$ cat src/hdl/dcfe_pkg.sv
// ----------------------------------------------------------------------------
// dcfe_pkg
// Types, constants and CRC helpers shared by the drive command frame encoder.
// ----------------------------------------------------------------------------
package dcfe_pkg;

    localparam int BYTE_W     = 8;
    localparam int DIR_W      = 2;
    localparam int CRC_W      = 16;
    localparam int FRAME_LEN  = 9;
    localparam int CRC_STAGES = 6;
    localparam int POS_W      = $clog2(FRAME_LEN);
    localparam int STAGE_W    = $clog2(CRC_STAGES);

    localparam logic [CRC_W-1:0] CRC_INIT = 16'hFFFF;
    localparam logic [CRC_W-1:0] CRC_POLY = 16'hA001;

    localparam logic [BYTE_W-1:0] START_BYTE = 8'hFF;
    localparam logic [BYTE_W-1:0] CMD_BYTE   = 8'h07;
    localparam logic [BYTE_W-1:0] PAD_BYTE   = 8'h00;

    // direction codes and their flag bytes
    localparam logic [DIR_W-1:0] DIR_STOP  = 2'd0;
    localparam logic [DIR_W-1:0] DIR_CODE1 = 2'd1;
    localparam logic [DIR_W-1:0] DIR_CODE2 = 2'd2;
    localparam logic [DIR_W-1:0] DIR_CODE3 = 2'd3;

    localparam logic [BYTE_W-1:0] FLAG_STOP  = 8'd0;
    localparam logic [BYTE_W-1:0] FLAG_CODE1 = 8'd80;
    localparam logic [BYTE_W-1:0] FLAG_CODE2 = 8'd64;
    localparam logic [BYTE_W-1:0] FLAG_CODE3 = 8'd16;

    // frame byte positions
    localparam logic [POS_W-1:0] POS_START  = 4'd0;
    localparam logic [POS_W-1:0] POS_CMD    = 4'd1;
    localparam logic [POS_W-1:0] POS_LEFT   = 4'd2;
    localparam logic [POS_W-1:0] POS_PAD_A  = 4'd3;
    localparam logic [POS_W-1:0] POS_RIGHT  = 4'd4;
    localparam logic [POS_W-1:0] POS_PAD_B  = 4'd5;
    localparam logic [POS_W-1:0] POS_FLAG   = 4'd6;
    localparam logic [POS_W-1:0] POS_CRC_LO = 4'd7;
    localparam logic [POS_W-1:0] POS_CRC_HI = 4'd8;

    typedef struct packed {
        logic [BYTE_W-1:0] left_speed;
        logic [BYTE_W-1:0] right_speed;
        logic [BYTE_W-1:0] flag;
    } cmd_t;

    typedef struct packed {
        cmd_t              cmd;
        logic [CRC_W-1:0]  crc;
    } stage_t;

    function automatic logic [BYTE_W-1:0] dir_flag(input logic [DIR_W-1:0] dir);
        logic [BYTE_W-1:0] f;
        unique case (dir)
            DIR_STOP:  f = FLAG_STOP;
            DIR_CODE1: f = FLAG_CODE1;
            DIR_CODE2: f = FLAG_CODE2;
            DIR_CODE3: f = FLAG_CODE3;
            default:   f = FLAG_STOP;
        endcase
        return f;
    endfunction

    // one byte through the reflected crc, one bit per step
    function automatic logic [CRC_W-1:0] crc_add_byte(input logic [CRC_W-1:0] crc_in,
                                                      input logic [BYTE_W-1:0] b);
        logic [CRC_W-1:0] c;
        c = crc_in ^ {{(CRC_W-BYTE_W){1'b0}}, b};
        for (int k = 0; k < BYTE_W; k++) begin
            if (c[0])
                c = (c >> 1) ^ CRC_POLY;
            else
                c = c >> 1;
        end
        return c;
    endfunction

    // byte covered by crc stage idx (frame bytes 1 through 6)
    function automatic logic [BYTE_W-1:0] crc_stage_byte(input logic [STAGE_W-1:0] idx,
                                                         input cmd_t c);
        logic [BYTE_W-1:0] b;
        unique case (idx)
            3'd0:    b = CMD_BYTE;
            3'd1:    b = c.left_speed;
            3'd2:    b = PAD_BYTE;
            3'd3:    b = c.right_speed;
            3'd4:    b = PAD_BYTE;
            3'd5:    b = c.flag;
            default: b = PAD_BYTE;
        endcase
        return b;
    endfunction

endpackage

$ cat src/hdl/dcfe_cmd_if.sv
// ----------------------------------------------------------------------------
// dcfe_cmd_if
// Drive command channel: valid/ready with speed and direction payload.
// ----------------------------------------------------------------------------
interface dcfe_cmd_if;
    logic       valid;
    logic       ready;
    logic [7:0] left_speed;
    logic [7:0] right_speed;
    logic [1:0] direction;

    modport source (output valid, output left_speed, output right_speed,
                    output direction, input ready);
    modport sink   (input valid, input left_speed, input right_speed,
                    input direction, output ready);
endinterface

$ cat src/hdl/dcfe_byte_if.sv
// ----------------------------------------------------------------------------
// dcfe_byte_if
// Frame byte channel: valid/ready with one byte and a last marker.
// ----------------------------------------------------------------------------
interface dcfe_byte_if;
    logic       valid;
    logic       ready;
    logic [7:0] frame_byte;
    logic       last;

    modport source (output valid, output frame_byte, output last, input ready);
    modport sink   (input valid, input frame_byte, input last, output ready);
endinterface

$ cat src/hdl/dcfe_crc_stage.sv
// ----------------------------------------------------------------------------
// dcfe_crc_stage
// One pipeline stage: folds one frame byte into the running crc.
// ----------------------------------------------------------------------------
module dcfe_crc_stage (
    input  logic                      clk,
    input  logic                      rst_n,
    input  logic                      in_valid,
    output logic                      in_ready,
    input  dcfe_pkg::stage_t          in_data,
    input  logic [dcfe_pkg::BYTE_W-1:0] crc_byte,
    output logic                      out_valid,
    input  logic                      out_ready,
    output dcfe_pkg::stage_t          out_data
);
    import dcfe_pkg::*;

    logic   valid_reg;
    stage_t data_reg;
    stage_t data_next;

    assign in_ready = !valid_reg || out_ready;

    always_comb
    begin
        data_next     = in_data;
        data_next.crc = crc_add_byte(in_data.crc, crc_byte);
    end

    always_ff @(posedge clk or negedge rst_n)
    begin
        if (!rst_n)
            valid_reg <= 1'b0;
        else if (in_ready)
            valid_reg <= in_valid;
    end

    always_ff @(posedge clk)
    begin
        if (in_ready && in_valid)
            data_reg <= data_next;
    end

    assign out_valid = valid_reg;
    assign out_data  = data_reg;

endmodule

$ cat src/hdl/dcfe_ser.sv
// ----------------------------------------------------------------------------
// dcfe_ser
// Frame serializer: holds one finished command and sends its nine bytes.
// ----------------------------------------------------------------------------
module dcfe_ser (
    input  logic                          clk,
    input  logic                          rst_n,
    input  logic                          in_valid,
    output logic                          in_ready,
    input  dcfe_pkg::stage_t              in_data,
    output logic                          out_valid,
    input  logic                          out_ready,
    output logic [dcfe_pkg::BYTE_W-1:0]   out_byte,
    output logic                          out_last
);
    import dcfe_pkg::*;

    logic             hold_valid_reg;
    logic [POS_W-1:0] pos_reg;
    stage_t           hold_reg;
    logic             last_byte;

    assign last_byte = (pos_reg == POS_CRC_HI);
    assign in_ready  = !hold_valid_reg || (out_ready && last_byte);

    always_ff @(posedge clk or negedge rst_n)
    begin
        if (!rst_n)
        begin
            hold_valid_reg <= 1'b0;
            pos_reg        <= POS_START;
        end
        else if (in_ready)
        begin
            hold_valid_reg <= in_valid;
            pos_reg        <= POS_START;
        end
        else if (out_ready)
        begin
            pos_reg <= pos_reg + 1'b1;
        end
    end

    always_ff @(posedge clk)
    begin
        if (in_ready && in_valid)
            hold_reg <= in_data;
    end

    always_comb
    begin
        unique case (pos_reg)
            POS_START:  out_byte = START_BYTE;
            POS_CMD:    out_byte = CMD_BYTE;
            POS_LEFT:   out_byte = hold_reg.cmd.left_speed;
            POS_PAD_A:  out_byte = PAD_BYTE;
            POS_RIGHT:  out_byte = hold_reg.cmd.right_speed;
            POS_PAD_B:  out_byte = PAD_BYTE;
            POS_FLAG:   out_byte = hold_reg.cmd.flag;
            POS_CRC_LO: out_byte = hold_reg.crc[BYTE_W-1:0];
            POS_CRC_HI: out_byte = hold_reg.crc[CRC_W-1:BYTE_W];
            default:    out_byte = PAD_BYTE;
        endcase
    end

    assign out_valid = hold_valid_reg;
    assign out_last  = last_byte;

endmodule

$ cat src/hdl/drive_command_frame_encoder.sv
// ----------------------------------------------------------------------------
// drive_command_frame_encoder
// Turns drive commands into nine-byte frames protected by CRC-16/MODBUS.
// ----------------------------------------------------------------------------
// usage
//   cmd   : sink channel, one transaction per drive command (left speed,
//           right speed, 2-bit direction code)
//   frame : source channel, nine transactions per command in order
//           FF 07 left 00 right 00 flag crc_lo crc_hi; last marks crc_hi
//   first byte: a frame's first byte is offered once its command has
//           passed the six crc stages into the serializer hold register
//   throughput: one command per nine frame bytes, set by the byte-wide
//           frame channel; the six crc stages (one byte each) accept a
//           new command in every cycle while the next stage can take it,
//           so up to six commands queue behind the frame being sent
//   reset: all valid bits clear; nothing is held, no frame is offered
//   stall: when frame.ready is low the current byte holds, the pipeline
//           fills, then cmd.ready drops; nothing is lost or repeated
// ----------------------------------------------------------------------------
module drive_command_frame_encoder (
    input  logic        clk,
    input  logic        rst_n,
    dcfe_cmd_if.sink    cmd,
    dcfe_byte_if.source frame
);
    import dcfe_pkg::*;

    logic   pipe_valid [0:CRC_STAGES];
    logic   pipe_ready [0:CRC_STAGES];
    stage_t pipe_data  [0:CRC_STAGES];

    // stage 0 input: pass fields, look up the flag, seed the crc
    assign pipe_valid[0]              = cmd.valid;
    assign cmd.ready                  = pipe_ready[0];
    assign pipe_data[0].cmd.left_speed  = cmd.left_speed;
    assign pipe_data[0].cmd.right_speed = cmd.right_speed;
    assign pipe_data[0].cmd.flag        = dir_flag(cmd.direction);
    assign pipe_data[0].crc             = CRC_INIT;

    for (genvar k = 0; k < CRC_STAGES; k++)
    begin : g_crc
        dcfe_crc_stage u_stage (
            .clk       (clk),
            .rst_n     (rst_n),
            .in_valid  (pipe_valid[k]),
            .in_ready  (pipe_ready[k]),
            .in_data   (pipe_data[k]),
            .crc_byte  (crc_stage_byte(STAGE_W'(k), pipe_data[k].cmd)),
            .out_valid (pipe_valid[k+1]),
            .out_ready (pipe_ready[k+1]),
            .out_data  (pipe_data[k+1])
        );
    end

    dcfe_ser u_ser (
        .clk       (clk),
        .rst_n     (rst_n),
        .in_valid  (pipe_valid[CRC_STAGES]),
        .in_ready  (pipe_ready[CRC_STAGES]),
        .in_data   (pipe_data[CRC_STAGES]),
        .out_valid (frame.valid),
        .out_ready (frame.ready),
        .out_byte  (frame.frame_byte),
        .out_last  (frame.last)
    );

endmodule

$ cat src/flat_wrapper.sv
// flat-port wrapper written by rule: the top's interface ports become plain ports
module drive_command_frame_encoder_flat import dcfe_pkg::*;
  (clk, rst_n, cmd_valid, cmd_left_speed, cmd_right_speed, cmd_direction, cmd_ready, frame_valid, frame_frame_byte, frame_last, frame_ready);
  dcfe_cmd_if cmd_i ();
  dcfe_byte_if frame_i ();
  input  logic clk;
  input  logic rst_n;
  input wire logic [$bits(cmd_i.valid)-1:0] cmd_valid;
  input wire logic [$bits(cmd_i.left_speed)-1:0] cmd_left_speed;
  input wire logic [$bits(cmd_i.right_speed)-1:0] cmd_right_speed;
  input wire logic [$bits(cmd_i.direction)-1:0] cmd_direction;
  output wire logic [$bits(cmd_i.ready)-1:0] cmd_ready;
  output wire logic [$bits(frame_i.valid)-1:0] frame_valid;
  output wire logic [$bits(frame_i.frame_byte)-1:0] frame_frame_byte;
  output wire logic [$bits(frame_i.last)-1:0] frame_last;
  input wire logic [$bits(frame_i.ready)-1:0] frame_ready;
  assign cmd_i.valid = cmd_valid;
  assign cmd_i.left_speed = cmd_left_speed;
  assign cmd_i.right_speed = cmd_right_speed;
  assign cmd_i.direction = cmd_direction;
  assign cmd_ready = cmd_i.ready;
  assign frame_valid = frame_i.valid;
  assign frame_frame_byte = frame_i.frame_byte;
  assign frame_last = frame_i.last;
  assign frame_i.ready = frame_ready;
  drive_command_frame_encoder u_core (.clk(clk), .rst_n(rst_n), .cmd(cmd_i), .frame(frame_i));
endmodule
$ cat config.mk
export PLATFORM = sky130hd
export DESIGN_NAME = drive_command_frame_encoder_flat
export DESIGN_NICKNAME = d
export VERILOG_FILES = /design/src/hdl/dcfe_pkg.sv /design/src/hdl/dcfe_cmd_if.sv /design/src/hdl/dcfe_byte_if.sv /design/src/hdl/dcfe_crc_stage.sv /design/src/hdl/dcfe_ser.sv /design/src/hdl/drive_command_frame_encoder.sv /design/src/flat_wrapper.sv
export SDC_FILE = /design/constraint.sdc
export NUM_CORES = 1
export LEC_CHECK = 0
export BUFFER_PORTS_ARGS = -buffer_cell sky130_fd_sc_hd__clkbuf_2
export CELL_PAD_IN_SITES_DETAIL_PLACEMENT = 0
export CELL_PAD_IN_SITES_GLOBAL_PLACEMENT = 1
export CORE_UTILIZATION = 48
export CTS_CLUSTER_DIAMETER = 120
export CTS_CLUSTER_SIZE = 8
export DETAILED_ROUTE_END_ITERATION = 7
export PLACE_DENSITY_LB_ADDON = 0.1
export SETUP_SLACK_MARGIN = 0.02
export SYNTH_ARGS = -nofsm -noshare
export SYNTH_HDL_FRONTEND = slang
export SYNTH_SLANG_ARGS = --single-unit
export TNS_END_PERCENT = 50
$ cat constraint.sdc
create_clock -name clk -period 3.99 [get_ports clk]
set_input_delay 0.1995 -clock clk [delete_from_list [all_inputs] [get_ports clk]]
set_output_delay 0.1995 -clock clk [all_outputs]
set_load 0.03 [all_outputs]
Yosys cells after proc, flatten, opt, wreduce, memory -nomap -nowiden:

Cells that the tools add are included.

* output and inout bits: 11
* word-level logic and storage cells: 162
* register bits: 275
* bits of input ports: 22

* reductions and logical operators: 25
* bitwise gates (word level): 43
* mux-type cells: 44
* add/subtract/negate cells: 1
* eq/ne operators: 9

Operators by type and width (number)
* 16-bit two-way mux: 35
* 2-bit NOT with 3-bit output: 39
* 14-bit two-way mux: 5
* 8-bit one-hot mux with 7 select lines: 1
* 8-bit one-hot mux with 4 select lines: 1
* 16-bit by 8-bit bitwise XOR with 16-bit output: 2
* 4-bit by 3-bit == test with 1-bit output (second input constant): 3
* 7-bit NOT with 9-bit output: 1
* 1-bit logical AND: 8
* 4-bit two-way mux: 2
* 1-bit logical NOT: 7
* 1-bit logical OR: 7
* 4-bit by 1-bit adder with 4-bit output (second input constant): 1
* 2-bit == test (second input constant): 2
* 4-bit by 1-bit == test with 1-bit output (second input constant): 1
* 4-bit by 2-bit == test with 1-bit output (second input constant): 1
* 4-bit == test (second input constant): 1
* 4-bit logical NOT: 1
* 1-bit NOT with 3-bit output: 1
* 2-bit by 1-bit == test with 1-bit output (second input constant): 1
* 2-bit logical NOT: 1
* 2-bit nonzero test: 1

Depth between registers and ports, before layout:

Gate-level depths: netlist of run 1.

* depth after elaboration: 17
* depth in mapped cells: 8
* mapped depth without buffers: 6

By module:

Synthesis of run 1 repeated with hierarchy kept, for this count alone.

* cell total of the unflattened synthesis: 517
* area, all modules: 10647.7 um^2

Modules (own cells, without submodules)
* dcfe_crc_stage: area each 1458.9 um^2, instances 6, seq. area each 1226.2 um^2, cells each 65
* dcfe_ser: area each 1831.8 um^2, instances 1, seq. area each 1326.3 um^2, cells each 119
* drive_command_frame_encoder: area each 62.6 um^2, instances 1, seq. area each 0.0 um^2, cells each 8

Worst setup path after synthesis of run 1:

Ideal clock, no wire load.

* path kind: flip-flop to flip-flop
* from: register u_core.u_ser.pos_reg[0]
* to: register u_core.g_crc[4].u_stage.data_reg, in the netlist u_core.g_crc[4].u_stage.out_data[0] (enable)
* data required time: 3.520 ns
* path buffers: 2
* arrival time: 3.637 ns
* clock period less this slack: 4.107 ns
* path slack: -0.117 ns
* setup time: 0.470 ns
* cell stages (with the launch flop): 8
* path through: dfrtp_1 -> inv_1 -> ha_1 -> buf_6 -> and3b_1 -> buf_6 -> a21oi_1 -> a21boi_0

* cells in the longest elaborated chain, start to end: 6

RTL lines
* start, declared: RTL line dcfe_ser.sv:19 `logic [POS_W-1:0] pos_reg;`
* start signal, assigned: RTL line dcfe_ser.sv:40 `pos_reg <= pos_reg + 1'b1;`
* 4-bit == test: RTL line dcfe_ser.sv:23 `assign last_byte = (pos_reg == POS_CRC_HI);`
* named net frame_last: RTL line flat_wrapper.sv:15 `output wire logic [$bits(frame_i.last)-1:0] frame_last;`
* 1-bit logical AND: RTL line dcfe_ser.sv:24 `assign in_ready = !hold_valid_reg || (out_ready && last_byte);`
* 1-bit logical OR: RTL line dcfe_ser.sv:24
* 1-bit logical OR (2 in a row): RTL line dcfe_crc_stage.sv:22 `assign in_ready = !valid_reg || out_ready;`
* 1-bit logical AND: RTL line dcfe_crc_stage.sv:40 `if (in_ready && in_valid)`
* end signal, assigned: RTL line dcfe_crc_stage.sv:41 `data_reg <= data_next;`
* end, declared: RTL line dcfe_crc_stage.sv:19 `stage_t data_reg;`

The timed path passes the listed nets, and every way through them passes these cells.
A chain may end at the register's enable or synchronous reset.

Final worst setup path of run 1:

* from: register u_core.u_ser.pos_reg[0]
* to: output port cmd_ready

* cells in the longest elaborated chain, start to end: 9

RTL lines
* 4-bit == test: RTL line dcfe_ser.sv:23
* 1-bit logical AND: RTL line dcfe_ser.sv:24
* 1-bit logical OR: RTL line dcfe_ser.sv:24
* 1-bit logical OR (6 in a row): RTL line dcfe_crc_stage.sv:22
* end, declared: RTL line flat_wrapper.sv:12 `output wire logic [$bits(cmd_i.ready)-1:0] cmd_ready;`

No other way between the ends.

==> results of run 1 <==
[cell usage after synthesis (2+ instances only)]
cell type	n	area, sq um
ha_1	6	75.1
xnor2_1	21	184
o21ai_0	6	30.0
xor2_1	28	245
edfxtp_1	203	6100
nand2_1	13	48.8
a21o_1	3	22.5
a22oi_1	3	22.5
a32oi_1	5	43.8
or2_2	4	25.0
inv_1	6	22.5
dfrtp_1	11	275
xnor3_1	3	67.6
o22ai_1	5	31.3
a21boi_0	4	30.0
nor2b_1	6	37.5
xnor2_2	4	65.1
nor2_1	7	26.3
clkbuf_1	6	22.5
buf_6	2	22.5
a21oi_1	17	85.1
and2_1	2	12.5
a31oi_1	2	12.5
[worst min path at each step]
stage                           from  slack (ps)                                             end  cells after the start
floorplan                      rst_n        -100   u_core.g_crc[0].u_stage.out_valid$_DFFE_PN0P_                      0
global placement               rst_n         100             u_core.u_ser.pos_reg[0]$_DFFE_PN0P_                      1
detailed placement             rst_n         110             u_core.u_ser.pos_reg[0]$_DFFE_PN0P_                      1
CTS                 cmd_direction[1]          70  u_core.g_crc[0].u_stage.out_data[20]$_DFFE_PP_                      3
global route        cmd_direction[1]          90  u_core.g_crc[0].u_stage.out_data[20]$_DFFE_PP_                      3
finish              cmd_direction[1]          90  u_core.g_crc[0].u_stage.out_data[20]$_DFFE_PP_                      3
[report_power, final]
group,switching (uW),leakage [uW],internal (uW)
combinational,542,0.000803,319
sequential,105,0.00194,2710
clock,791,0.000390,1340
[area by class of cell]
cell class	count	share of cell area, %
Timing Repair Buffer	58	4.40
Sequential cell	214	70.1
Clock buffer	40	8.67
Multi-Input combinational cell	150	13.5
Clock inverter	2	0.220
Tap cell	211	2.90
Inverter	6	0.248
[critical path, stage by stage (launching register included)]
cell      delay [ps]
dfrtp_1          430
inv_1             90
ha_1             200
buf_4            190
and3b_1          370
a211oi_4         470
and3_4           280
nand2_1           60
clkbuf_2         180
[cell families after synthesis]
kind of cell / count (synthesis)
AO/OA/AOI/OAI: 47
XOR/XNOR: 59
adder cells (fa/ha/maj): 6
buffers and inverters: 16
flip-flops: 214
multiplexers: 1
AND/OR/NAND/NOR: 37
[stage by stage]
stage	power, uW	area, sq um
after floorplan	3500	7660
after global placement	3690	8100
after detailed placement	3710	8100
after CTS	5890	9090
after global routing	6080	9090
final	5810	9090
[routing by layer]
layer  up-vias  global-route usage, %  share of wire [%]
li1       1590                      -                  -
met1      1479                   13.7                 42
met2        62                   21.6                 51
met3        20                   3.21                4.5
met4         0                   6.71                2.4
met5         -                      0                  0
==> flow_summary.json, run 1 <==
{
  "ctsResizeCount": 0,
  "dp.cells": 621,
  "async_flop_share_pct": 5.14,
  "finalCritPeriodShare_pct": 75.1,
  "gp_congestion": 0.819,
  "ant_nets": 0,
  "synth-edff-count": 203,
  "setup_tns_ps": 0,
  "area_growth_pct": 18.7,
  "dp_worst_setup_slack_ps": 1460,
  "holdCritPathClass": "primary input to flop",
  "synth_fa_ha_area_share_pct": 0.980,
  "critPathCaptureType": "output pin",
  "max_freq_mhz": 334,
  "drt_iter0_drc": 166,
  "cts_max_path_buffers": 3,
  "multi_input_area_sq_um": 1230,
  "clk_pin_slew_worst_paths_ps": 50,
  "p_per_area_nw_per_um2": 639,
  "syn_avg_cell_area_sq_um": 20.2,
  "layout_commonest_cell": "edfxtp_1",
  "die_area_sq_um": 16500,
  "grt_max_degree": 34,
  "vias": 3151,
  "slew_headroom_pct": 64.9,
  "pin_count": 33,
  "htreeDepth": 1,
  "insertion_delay_ps": 520,
  "synth_compound_area_share_pct": 3.99,
  "ys_seq_elements": 214,
  "max_cap_viol_count": 0,
  "ir_worst_vdd_mv": 0.365,
  "p_leak_uw": 0.00314,
  "rr_endpoint": "u_core.g_crc[1].u_stage.out_data[37]$_DFFE_PP_",
  "cts_buffers": 30,
  "grt_pass1_wl_um": 15600,
  "drc_errors": 0,
  "fillers": 1117,
  "setup_ws_ps": 995,
  "final_cell_mix": "203 x edfxtp_1, 32 x clkbuf_2, 30 x clkbuf_16, 28 x xor2_1, 21 x xnor2_1",
  "crit_type": "flop to output pin",
  "largest_register_ffs": 170,
  "r2r_start": "u_core.u_ser.pos_reg[0]$_DFFE_PN0P_",
  "num_rows": 45,
  "grt_pass1_vias": 3213,
  "cts_hold_buf": 18,
  "ys_seq_area_share_pct": 83.2,
  "clock_sinks": 214,
  "synthDistinctLibCells": 36,
  "layoutNonFillerInstCount": 681,
  "final_layout_size_suffix_gt1_share_pct": 18.9,
  "min_period_ps": 2990,
  "post_cts_buffers": 0,
  "rsz0062_at_grt": "no",
  "crit_end": "cmd_ready",
  "hold_ws_ps": 92.2,
  "synth_top_family_by_area": "XOR/XNOR gates",
  "cts-root-buf": "clkbuf_16",
  "cp_data_arrival_time_ps": 2800,
  "routedWlPerCell_um": 13.6,
  "place_hpwl_um": 6230,
  "die_x_um": 128,
  "ff_latch_area_sq_um": 6370,
  "die_h_um": 128,
  "num_antenna_cells": 0,
  "synth_ff_type": "edfxtp_1",
  "vias_per_cell": 4.63,
  "synthMuxAreaShare_pct": 0.131,
  "drt_pass1_iterations": 4,
  "synth_nets": 408,
  "routed_wl_um": 9290,
  "core_area_sq_um": 15400,
  "start_util_pct": 49.8,
  "critPathRequiredTime_ps": 3790,
  "worstPathMaxFanout": 19,
  "hold_viol": 0,
  "r2r_slack_ps": 1400,
  "ys_warn_count": 0,
  "outcome": "finished, final reports clean",
  "yosys.area_share.simple_pct": 2.50,
  "numPortBuffers": 32,
  "fin_util_pct": 59.2,
  "skew_ps": 9.56,
  "netlist_instances": 380,
  "cts_tree": "yes",
  "nets": 488,
  "gr-usage-all-layers_pct": 12.3,
  "synth_xor_area_share_pct": 8.17,
  "final-setup-viol-count": 0,
  "startpoint_type": "flop",
  "setup.worst_path.start": "u_core.u_ser.pos_reg[0]$_DFFE_PN0P_",
  "grt_antenna_before_repair": 0,
  "worstMarginPinSlew_ps": 527,
  "reg2regPathDepth": 8,
  "finalMaxSlewViolations": 0,
  "globalRouteOverflowTotal": 0,
  "syn_area_sq_um": 7660
}
Note: power is estimated with default switching activity, not from simulation.
==> inputs of run 2 (changes only) <==
==> constraint.sdc (replaced) <==
create_clock -name clk -period 2.43 [get_ports clk]
set_input_delay 0.1215 -clock clk [delete_from_list [all_inputs] [get_ports clk]]
set_output_delay 0.1215 -clock clk [all_outputs]
set_load 0.03 [all_outputs]
==> flow_summary.json, run 2 (same netlist as run 1, synthesis figures left out) <==
{
  "globalRouteOverflowTotal": 0,
  "p_clk_share_pct": 36.7,
  "holdCritPathClass": "primary input to flop",
  "cp_data_arrival_time_ps": 2160,
  "setup.worst_path.start": "u_core.u_ser.pos_reg[0]$_DFFE_PN0P_",
  "slew_headroom_pct": 43.5,
  "die_area_sq_um": 16500,
  "area_growth_pct": 20.4,
  "grt_pass1_wl_um": 15900,
  "final-setup-viol-count": 0,
  "final_layout_size_suffix_gt1_share_pct": 20.3,
  "core_area_sq_um": 15400,
  "max_cap_viol_count": 0,
  "grt_antenna_before_repair": 0,
  "cts_max_path_buffers": 3,
  "crit_chain": "inv_1, ha_1, buf_4, nor2_1, a21oi_1, a21oi_1, o22ai_1, clkbuf_2",
  "r2r_start": "u_core.u_ser.pos_reg[1]$_DFFE_PN0P_",
  "die_x_um": 128,
  "gr-usage-all-layers_pct": 12.7,
  "min_period_ps": 2280,
  "cpPeakStageDelay_ps": 350,
  "outcome": "finished, final reports clean",
  "switching_share_pct": 24.7,
  "intPower_uw": 7340,
  "drc_errors": 0,
  "critPathSlowestCell": "dfrtp_1",
  "insertion_delay_ps": 510,
  "nets": 494,
  "clk_pin_slew_worst_paths_ps": 50,
  "cts_tree": "yes",
  "critPathCaptureType": "output pin",
  "max_freq_mhz": 438,
  "grt_pass1_vias": 3360,
  "setup_tns_ps": 0,
  "p_seq_share_pct": 46.7,
  "numPortBuffers": 32,
  "largest_register_ffs": 170,
  "total_power_uw": 9750,
  "pin_count": 33,
  "drt_pass1_iterations": 4,
  "startpoint_type": "flop",
  "routedWlPerCell_um": 14.2,
  "min_from": "cmd_direction[1]",
  "routed_wl_um": 9780,
  "cts_buffers": 30,
  "layout_commonest_cell": "edfxtp_1",
  "start_util_pct": 49.8,
  "pwr-share-comb_pct": 16.6,
  "worstPathMaxFanout": 18,
  "hold_viol": 0,
  "num_rows": 45,
  "vias": 3150,
  "drt_iter0_drc": 147,
  "finalCritPeriodShare_pct": 94.0,
  "crit_type": "flop to output pin",
  "cpMostUsedCell": "a21oi_1",
  "finalMaxSlewViolations": 0,
  "skew_ps": 8.78,
  "clock_sinks": 214,
  "place_hpwl_um": 6420,
  "ir_worst_vdd_mv": 0.688,
  "netSwitchingPower_uw": 2410,
  "p_leak_uw": 0.00320,
  "critPathRequiredTime_ps": 2310,
  "grt_max_degree": 34,
  "final_cell_mix": "203 x edfxtp_1, 31 x clkbuf_16, 31 x clkbuf_2, 28 x xor2_1, 21 x xnor2_1",
  "gp_congestion": 0.740,
  "die_h_um": 128,
  "rsz0062_at_grt": "yes",
  "ant_nets": 0,
  "worstMarginPinSlew_ps": 845,
  "p_per_area_nw_per_um2": 1060,
  "vias_per_cell": 4.57,
  "cts-root-buf": "clkbuf_16",
  "htreeDepth": 1,
  "num_antenna_cells": 0
}
## run 2: worst max-delay path: cells and delay by family, from the launching register on
family | cells | cell delay (ps)
AO/OA/AOI/OAI | 3 | 360
buffers and inverters | 3 | 450
adder cells (fa/ha/maj) | 1 | 200
AND/OR/NAND/NOR | 1 | 290
flip-flops | 1 | 350
## run 2: metal layers
layer / part of all wire (%) / up-vias / GRT usage (%)
li1: - / 1600 / -
met5: 0 / - / 0
met3: 5.6 / 14 / 3.30
met1: 42 / 1466 / 14.7
met4: 1.9 / 0 / 5.47
met2: 51 / 70 / 22.3
## run 2: stage by stage
step / instance area [sq um] / hold WS (ps) / utilization, % / std cells / worst slack, ps
floorplan: 7680 / -174 / - / 380 / -171
global placement: 8190 / 14.3 / 53.3 / 627 / -1.13
detailed placement: 8190 / 22.3 / 53.3 / 627 / -32.3
CTS: 9210 / 6.62 / 59.9 / 689 / 34.9
global route: 9220 / 20.7 / 60.0 / 689 / 16.7
finish: 9220 / 22.9 / 60.0 / 689 / 147
## run 2: what timing repair did
| item | 4_1_cts | 5_1_grt |
|---|---|---|
| pin swaps | 1 | 3 |
| setup buffers | 0 | 1 |
| cloned | 0 | 0 |
| resized for setup | 2 | 6 |
| setup endpoints to repair | 45 | 5 |
| hold buffers | 18 | 0 |
| hold endpoints to repair | 28 | 0 |
## run 2: area by class of cell
cell class / instances / area (sq um)
sequential: 214 / 6370
clock buffer: 43 / 821
fill: 1127 / 6150
timing repair buffer: 64 / 489
clock inverter: 1 / 3.75
tap: 211 / 264
inverter: 6 / 22.5
multi-input combinational: 150 / 1250
## run 2: worst paths after layout
| check | slack, ps | depth (start not counted) | end |
|---|---|---|---|
| setup / recovery | 150 | 8 | frame_frame_byte[0] |
| hold / removal | 20 | 3 | u_core.g_crc[0].u_stage.out_data[20]$_DFFE_PP_ |
| setup reg to reg | 250 | 7 | u_core.g_crc[1].u_stage.out_data[37]$_DFFE_PP_ |
| hold reg to reg | 410 | 0 | u_core.g_crc[2].u_stage.out_data[2]$_DFFE_PP_ |
| max in group asynchronous | 2160 | 2 | u_core.g_crc[1].u_stage.out_valid$_DFFE_PN0P_ |
| min in group asynchronous | 30 | 2 | u_core.u_ser.pos_reg[0]$_DFFE_PN0P_ |
## run 2: power by group through the flow
stage          clock, uW  sequential (uW)  combinational, uW
3_3_place_gp           0             4610               1580
3_5_place_dp           0             4620               1600
2_1_floorplan          0             4600               1140
6_report            3580             4550               1620
4_1_cts             3690             4560               1630
5_1_grt             3840             4570               1770
==> inputs of run 3 (changes only) <==
--- a/config.mk
+++ b/config.mk
@@ -8,7 +8,7 @@
 export BUFFER_PORTS_ARGS = -buffer_cell sky130_fd_sc_hd__clkbuf_2
 export CELL_PAD_IN_SITES_DETAIL_PLACEMENT = 0
 export CELL_PAD_IN_SITES_GLOBAL_PLACEMENT = 1
-export CORE_UTILIZATION = 48
+export CORE_UTILIZATION = 53
 export CTS_CLUSTER_DIAMETER = 120
 export CTS_CLUSTER_SIZE = 8
 export DETAILED_ROUTE_END_ITERATION = 7
==> constraint.sdc (replaced) <==
create_clock -name clk -period 2.2 [get_ports clk]
set_input_delay 0.11 -clock clk [delete_from_list [all_inputs] [get_ports clk]]
set_output_delay 0.11 -clock clk [all_outputs]
set_load 0.03 [all_outputs]
==> flow_summary.json, run 3 (same netlist as run 1, synthesis figures left out) <==
{
  "clock_sinks": 214,
  "worstMarginPinSlew_ps": 834,
  "grt_antenna_before_repair": 0,
  "num_antenna_cells": 0,
  "fillers": 969,
  "max_cap_viol_count": 0,
  "min_period_ps": 2150,
  "core_area_sq_um": 14000,
  "dp_worst_setup_slack_ps": -49.5,
  "finalCritPeriodShare_pct": 97.5,
  "dp.cells": 595,
  "p_leak_uw": 0.00326,
  "setup_ws_ps": 54.9,
  "worstPathMaxFanout": 3,
  "hold_viol": 0,
  "crit_type": "flop to output pin",
  "cts_tree": "yes",
  "layoutNonFillerInstCount": 663,
  "numPortBuffers": 32,
  "grt_use_met1_pct": 15.6,
  "htreeDepth": 1,
  "top_usage_layer": "met2",
  "ant_nets": 0,
  "die_h_um": 122,
  "outcome": "finished, final reports clean",
  "grt_pass1_vias": 3309,
  "grt_max_degree": 34,
  "cp_top_family": "simple AND/OR/NAND/NOR gates",
  "met2_usage_pct": 23.9,
  "vias": 3274,
  "cts_buffers": 30,
  "vias_per_cell": 4.94,
  "crit_chain": "inv_2, ha_4, and3b_2, a211oi_4, and3_4, nand2_1, clkbuf_8",
  "final-setup-viol-count": 0,
  "cts-root-buf": "clkbuf_16",
  "ff_latch_area_sq_um": 6370,
  "insertion_delay_ps": 520,
  "critPathCaptureType": "output pin",
  "cts_max_path_buffers": 3,
  "layout_commonest_cell": "edfxtp_1",
  "skew_ps": 7.12,
  "nets": 500,
  "ir_worst_vdd_mv": 0.764,
  "holdCritPathClass": "primary input to asynchronous set/reset pin",
  "grt_pass1_wl_um": 15400,
  "start_util_pct": 54.7,
  "drc_errors": 0,
  "die_x_um": 122,
  "globalRouteOverflowTotal": 0,
  "critPathBufInv": 2,
  "finalMaxSlewViolations": 0,
  "slew_headroom_pct": 44.3,
  "critPathRequiredTime_ps": 2090,
  "area_growth_pct": 21.6,
  "routed_wl_um": 9840,
  "setup_tns_ps": 0,
  "p_per_area_nw_per_um2": 1170,
  "drt_pass1_iterations": 4,
  "cpPeakStageDelay_ps": 350,
  "largest_register_ffs": 170,
  "final_layout_size_suffix_gt1_share_pct": 21.9,
  "place_hpwl_um": 6130,
  "multi_input_area_sq_um": 1330,
  "pin_count": 33,
  "met3_usage_pct": 3.32,
  "gp_congestion": 0.728,
  "cp_data_arrival_time_ps": 2040,
  "final_cell_mix": "203 x edfxtp_1, 31 x clkbuf_16, 28 x xor2_1, 28 x clkbuf_2, 22 x dlygate4sd3_1",
  "max_freq_mhz": 466,
  "critPathSlowestCell": "dfrtp_1",
  "gr-usage-all-layers_pct": 13.6,
  "rsz0062_at_grt": "yes",
  "clk_pin_slew_worst_paths_ps": 50,
  "drt_iter0_drc": 194,
  "startpoint_type": "flop",
  "routedWlPerCell_um": 14.8,
  "die_area_sq_um": 14900,
  "num_rows": 43
}
==> run 3: final timing paths <==
| check | depth (start not counted) | slack [ps] | to | from |
|---|---|---|---|---|
| min in group clk | 4 | 40 | u_core.u_ser.out_valid$_DFFE_PN0P_ | frame_ready |
| max in group asynchronous | 2 | 1970 | u_core.g_crc[1].u_stage.out_valid$_DFFE_PN0P_ | rst_n |
| worst min register to register | 0 | 410 | u_core.g_crc[5].u_stage.out_data[27]$_DFFE_PP_ | u_core.g_crc[4].u_stage.out_data[27]$_DFFE_PP_ |
| worst min-delay path | 2 | 7 | u_core.u_ser.pos_reg[3]$_DFFE_PN0P_ | rst_n |
| worst max register to register | 7 | 130 | u_core.g_crc[0].u_stage.out_data[24]$_DFFE_PP_ | u_core.u_ser.pos_reg[0]$_DFFE_PN0P_ |
| worst max-delay path | 7 | 50 | cmd_ready | u_core.u_ser.pos_reg[0]$_DFFE_PN0P_ |
==> run 3: per-stage QoR <==
stage,util [%],total power (uW),hold slack (ps),cell area [sq um]
after floorplan,-,6350,-186,7700
after global placement,58.4,6820,-0.835,8170
after detailed placement,58.4,6860,5.23,8170
after CTS,66.2,10900,0.244,9260
after global routing,66.6,11300,37.3,9310
final,66.6,10900,6.51,9310
==> run 3: cell type report <==
cell class	count	area share, %
repair buffers	68	5.81
well taps	180	2.42
clock buffers	42	8.78
clock inverters	1	0.0403
flip-flops and latches	214	68.4
inverters	6	0.242
multi-input cells	152	14.3
==> run 3: power by group <==
part	leakage (uW)	switching, uW	total (uW)	internal [uW]
combinational	0.000916	1160	1910	743
sequential	0.00194	117	5030	4920
clock	0.000397	1420	3920	2500
total	0.00326	2700	10900	8160
==> run 3: routing by layer <==
metal  routed length, um  up-vias
met5                   0        -
met1                3940     1555
met2                5200       64
met4                 255        0
met3                 443       26
li1                    -     1629
==> run 3: timing repair <==
| item | 4_1_cts | 5_1_grt |
|---|---|---|
| endpoints found under the hold margin | 30 | 0 |
| pin swaps | 4 | 1 |
| gates resized for setup | 13 | 8 |
| buffers inserted | 1 | 0 |
| cloned | 0 | 2 |
| hold buffers | 22 | 0 |
| setup endpoints to repair | 73 | 117 |
